**src/sv/mts_pkg.sv**
```systemverilog
// ----------------------------------------------------------------------------
// Max-tracking stack package
// Field widths, command and status codes, and the per-cell entry type shared
// by the stack cells and the top level.
// ----------------------------------------------------------------------------
`timescale 1ns / 1ps

package mts_pkg;

  localparam int VALUE_W       = 30;
  localparam int CMD_W         = 2;
  localparam int STATUS_W      = 2;
  localparam int FILL_W        = 11;
  localparam int DEPTH_DEFAULT = 1024;

  typedef enum logic [CMD_W-1:0] {
    CMD_PUSH = 2'd0,
    CMD_POP  = 2'd1,
    CMD_READ = 2'd2
  } cmd_t;

  typedef enum logic [STATUS_W-1:0] {
    ST_OK    = 2'd0,
    ST_FULL  = 2'd1,
    ST_EMPTY = 2'd2
  } status_t;

  // One stack slot: the stored value and the maximum of it and every slot
  // beneath it.
  typedef struct packed {
    logic [VALUE_W-1:0] value;
    logic [VALUE_W-1:0] run_max;
  } entry_t;

  // Shift control broadcast to every cell of the chain.
  typedef struct packed {
    logic push;
    logic pop;
  } shift_t;

endpackage

```
**src/sv/mts_cell.sv**
```systemverilog
// ----------------------------------------------------------------------------
// Max-tracking stack cell
// One slot of the shifting stack. A push moves the slot above into this one,
// a pop moves the slot below up into this one.
// ----------------------------------------------------------------------------
`timescale 1ns / 1ps

module mts_cell (
  input  logic            clk,
  input  mts_pkg::shift_t shift,
  input  mts_pkg::entry_t from_above,
  input  mts_pkg::entry_t from_below,
  output mts_pkg::entry_t entry
);
  import mts_pkg::*;

  always_ff @(posedge clk) begin
    if (shift.push) begin
      entry <= from_above;
    end else if (shift.pop) begin
      entry <= from_below;
    end
  end

endmodule

```
**config.mk**
```make
export PLATFORM = sky130hd
export DESIGN_NAME = mts_cell
export DESIGN_NICKNAME = d
export VERILOG_FILES = /design/src/sv/mts_pkg.sv /design/src/sv/mts_cell.sv
export SDC_FILE = /design/constraint.sdc
export NUM_CORES = 1
export LEC_CHECK = 0
export BUFFER_PORTS_ARGS = -buffer_cell sky130_fd_sc_hd__buf_4
export CAP_MARGIN = 20
export CORE_ASPECT_RATIO = 1.2
export CORE_MARGIN = 2
export CORE_UTILIZATION = 40
export DETAILED_ROUTE_END_ITERATION = 10
export GPL_ROUTABILITY_DRIVEN = 0
export HOLD_SLACK_MARGIN = 0.12
export PLACE_DENSITY = 0.8
export SLEW_MARGIN = 20
export SYNTH_ARGS = -nofsm -noshare
export SYNTH_HDL_FRONTEND = slang
export SYNTH_SLANG_ARGS = --single-unit
export TNS_END_PERCENT = 30
```
**constraint.sdc**
```tcl
create_clock -name clk -period 3.4 [get_ports clk]
set_input_delay 0.34 -clock clk [delete_from_list [all_inputs] [get_ports clk]]
set_output_delay 0.34 -clock clk [all_outputs]
set_load 0.02 [all_outputs]
```
### Word level (Yosys, flattened, before mapping)

Cells that the tools add are included.

* $add $sub $neg: 0
* multiply operators: 0
* divide/modulo/power cells: 0
* $lt $le $gt $ge: 0
* equal/unequal tests: 0
* shift operators: 0
* muxes and demuxes: 2
* bitwise logic cells: 0
* reductions and logical operators: 1

Operators with widths (count)
* 2-to-1 mux 60 bit: 2
* nonzero test 2 bit: 1

* register bits: 60
* bits in latches: 0
* RAM bits: 0
* bits in read-only memories: 0
* input bits: 123
* memories kept: 0

### Longest topological paths before layout

* depth after elaboration: 2
* gate-level depth with buffers: 3
* gate-level depth less buffers: 1

### Worst setup path before layout

No wires, ideal clock.

* path type: input port to flip-flop
* from: input shift[1] in the netlist's numbering
* to: register entry[0] in the netlist's numbering (enable)
* setup time: 421 ps
* arrival time: 2003 ps
* data required time: 2979 ps
* slack: 976 ps
* cell stages on the path: 3
* path buffers: 2
* cell sequence: buf_6 > buf_12 > or2_1

* word-level cells in the longest chain between the ends: 1

RTL lines
* start, declared: RTL line mts_cell.sv:10 `input mts_pkg::shift_t shift,`
* nonzero test 2 bit (no line)
* end signal, assigned: RTL line mts_cell.sv:19 `entry <= from_above;`
* end signal, assigned: RTL line mts_cell.sv:21 `entry <= from_below;`
* end, declared: RTL line mts_cell.sv:13 `output mts_pkg::entry_t entry`

No other way between the ends.
A chain may end at the register's enable or synchronous reset.

### Final worst setup path

* from: input shift[1] in the netlist's numbering
* to: register entry[18] in the netlist's numbering, data pin

* word-level cells in the longest chain between the ends: 1

RTL lines
* 2-to-1 mux 60 bit: RTL line mts_cell.sv:18 `if (shift.push) begin`

No other way between the ends.

==> impl_metrics.csv <==
group,metric,value,unit
yosys,ys_seq_elements,60,
sta,finalSetupTns,0,ns
sta,fin_crit_sh,48.5,%
critical_path,worst_path_max_delay_cell,"buf_4",
route,dr.pass1.iters,4,
power_and_ir_drop,power_density,455,nW/um^2
final_layout,layout.nets,439,
sta,slew_headroom,55.2,%
floorplanning,start_util,41.4,%
final_layout,postLayoutCellArea,4390,sq um
power_and_ir_drop,p_leak,2.08,nW
sta,maxSlewViolCount,0,
yosys,syn_inst,128,
power_and_ir_drop,power_frac_clock,29.5,%
min_path,hold_path.class,"input port to flop",
power_and_ir_drop,intPower,1.51,mW
place,io_buffers,182,
grt,grt_max_degree,38,
critical_path,worstPathCellList,"buf_4 > buf_4 > mux2_4",
route,vias,1850,
sta,timing_hold_violations_final,0,
floorplanning,fp.dieH,96.2,um
grt,grt_first_pass_wirelength,9.52,mm
yosys,synthTopCellsByArea,"edfxtp_1 64%, mux2_4 31%, buf_12 4.2%",
final_layout,area_delta_synth_final,54.7,%
final_layout,drive_gt1_share,80.6,%
critical_path,end_kind,"flop",
sta,finalSetupViolCount,0,
floorplanning,dieArea,7780,sq um
grt,first_global_vias,1940,
sta,fmax,0.607,GHz
yosys,ys_seq_area_share,63.5,%
critical_path,critPathArrivalTime,1.73,ns
place,place_area,4210,sq um
clocking,numCtsBuffers,9,
critical_path,crit_type,"input port to flop",
sta,rsz0062_at_grt,"no",
clocking,htreeDepth,3,
floorplanning,ios,183,
yosys,synth_largest_area_cell,"edfxtp_1",
critical_path,path_max_fanout,37,
final_layout,top_register,"entry",
critical_path,cp_num_buf_inv,2,
grt,antenna_found_initial,0,
power_and_ir_drop,p_sw_share,24.5,%
yosys,synthesis.area,2840,sq um
final_layout,reg_top3,"entry x60",
clocking,cts_root_buffer,"clkbuf_8",
power_and_ir_drop,finalPower,2.00,mW
route,first_iter_violations,53,
sta,tightest_slew,0.671,ns
clocking,clkTransAtPathRegs,0.07,ns
clocking,clock_sinks,60,
clocking,postCtsSetupRepairBufs,0,
floorplanning,rows,33,
route,routed_wl,6.72,mm
critical_path,cp_common_cell,"buf_4",
yosys,synth.avg_cell_area,22.2,sq um
grt,gr-total-overflow,0,
floorplanning,core_area,6850,sq um
yosys,synth_cell_types,6,
final_layout,diodes,0,
flow_run,drv_cap,0,
final_layout,fillers,518,
yosys,synth_nets,251,
critical_path,critPathLaunchType,"input port",
yosys,yosys.area.top_type_share,63.5,%
outcome,status,"finished clean",
clocking,cts.hold.buffers_added,0,
critical_path,required,3.48,ns
yosys,ys_warn_count,0,
clocking,cts_tree,"built",
sta,min_period,1.65,ns
power_and_ir_drop,power_switching,0.489,mW
floorplanning,fp.dieW,80.9,um
critical_path,critical_path.top_delay_family,"buffers and inverters",
route,viasPerCell,4.55,
clocking,cts_resized,0,
grt,grt_usage,17.0,%
clocking,cts.path.max_buffers,2,
route,post-route-drc-count,0,
route,detail_route.wl_per_cell,16.5,um
critical_path,critical_path.max_stage_delay,0.63,ns
power_and_ir_drop,seq_power_share,46.8,%
route,antenna_left,0,
power_and_ir_drop,peakVddDrop,255,uV
power_and_ir_drop,comb_power_share,23.7,%
final_layout,largest_reg_flops,60,
[power groups by stage]
stage / Clock (mW) / Combinational, mW / Sequential, mW
detailed placement: 0 / 0.479 / 0.951
global route: 0.635 / 0.499 / 0.941
global placement: 0 / 0.473 / 0.949
floorplan: 0 / 0.134 / 1.06
finish: 0.590 / 0.473 / 0.934
CTS: 0.610 / 0.480 / 0.936
[through the flow]
step                setup WS (ns)  hold slack (ns)  cells  utilization, %
floorplan                   0.976            0.557    128               -
global placement             1.41            0.641    392            61.4
detailed placement           1.40            0.643    392            61.4
CTS                          1.76            0.285    407            64.0
global route                 1.66            0.292    407            64.0
finish                       1.75            0.309    407            64.0
[cells in the final DEF (no fill, tap or decap)]
cell and count:
buf_12 1, buf_4 183, bufinv_16 1, clkbuf_1 1, clkbuf_8 9, clkinv_1 1, clkinv_2 1, clkinvlp_4 2
edfxtp_1 60, mux2_2 1, mux2_4 59, or2_2 1
[path summary, 6_finish.rpt]
check                      start             endpoint  cells past startpoint
setup / recovery        shift[1]  entry[18]$_DFFE_PP_                      3
hold / removal    from_below[17]  entry[17]$_DFFE_PP_                      2
[cell type report]
type | instances | area [sq um] | area share, %
multi-input cells | 61 | 903 | 20.6
flip-flops and latches | 60 | 1800 | 41.0
clock buffers | 10 | 128 | 2.91
well taps | 87 | 109 | 2.48
clock inverters | 5 | 53.8 | 1.23
repair buffers | 184 | 1390 | 31.8
[synth_stat cells (all sizes together)]
library cell and instances:
edfxtp 60, mux2 60, buf 7, or2 1
[metal layers]
metal	part of all wire, %	track usage (%)	wire length, um	vias to the layer above
li1	-	-	-	876
met1	36	18.3	2410	850
met2	51	29.6	3450	113
met3	11	6.00	721	11
met4	2.1	8.33	140	0
met5	0	0	0	-
[cell families after synthesis]
family,count (synthesis),share of synthesized area (%)
multiplexers,60,31.6
AND/OR/NAND/NOR,1,0.221
buffers and inverters,7,4.63
flip-flops,60,63.5
Power figures use the tool's default switching activity.
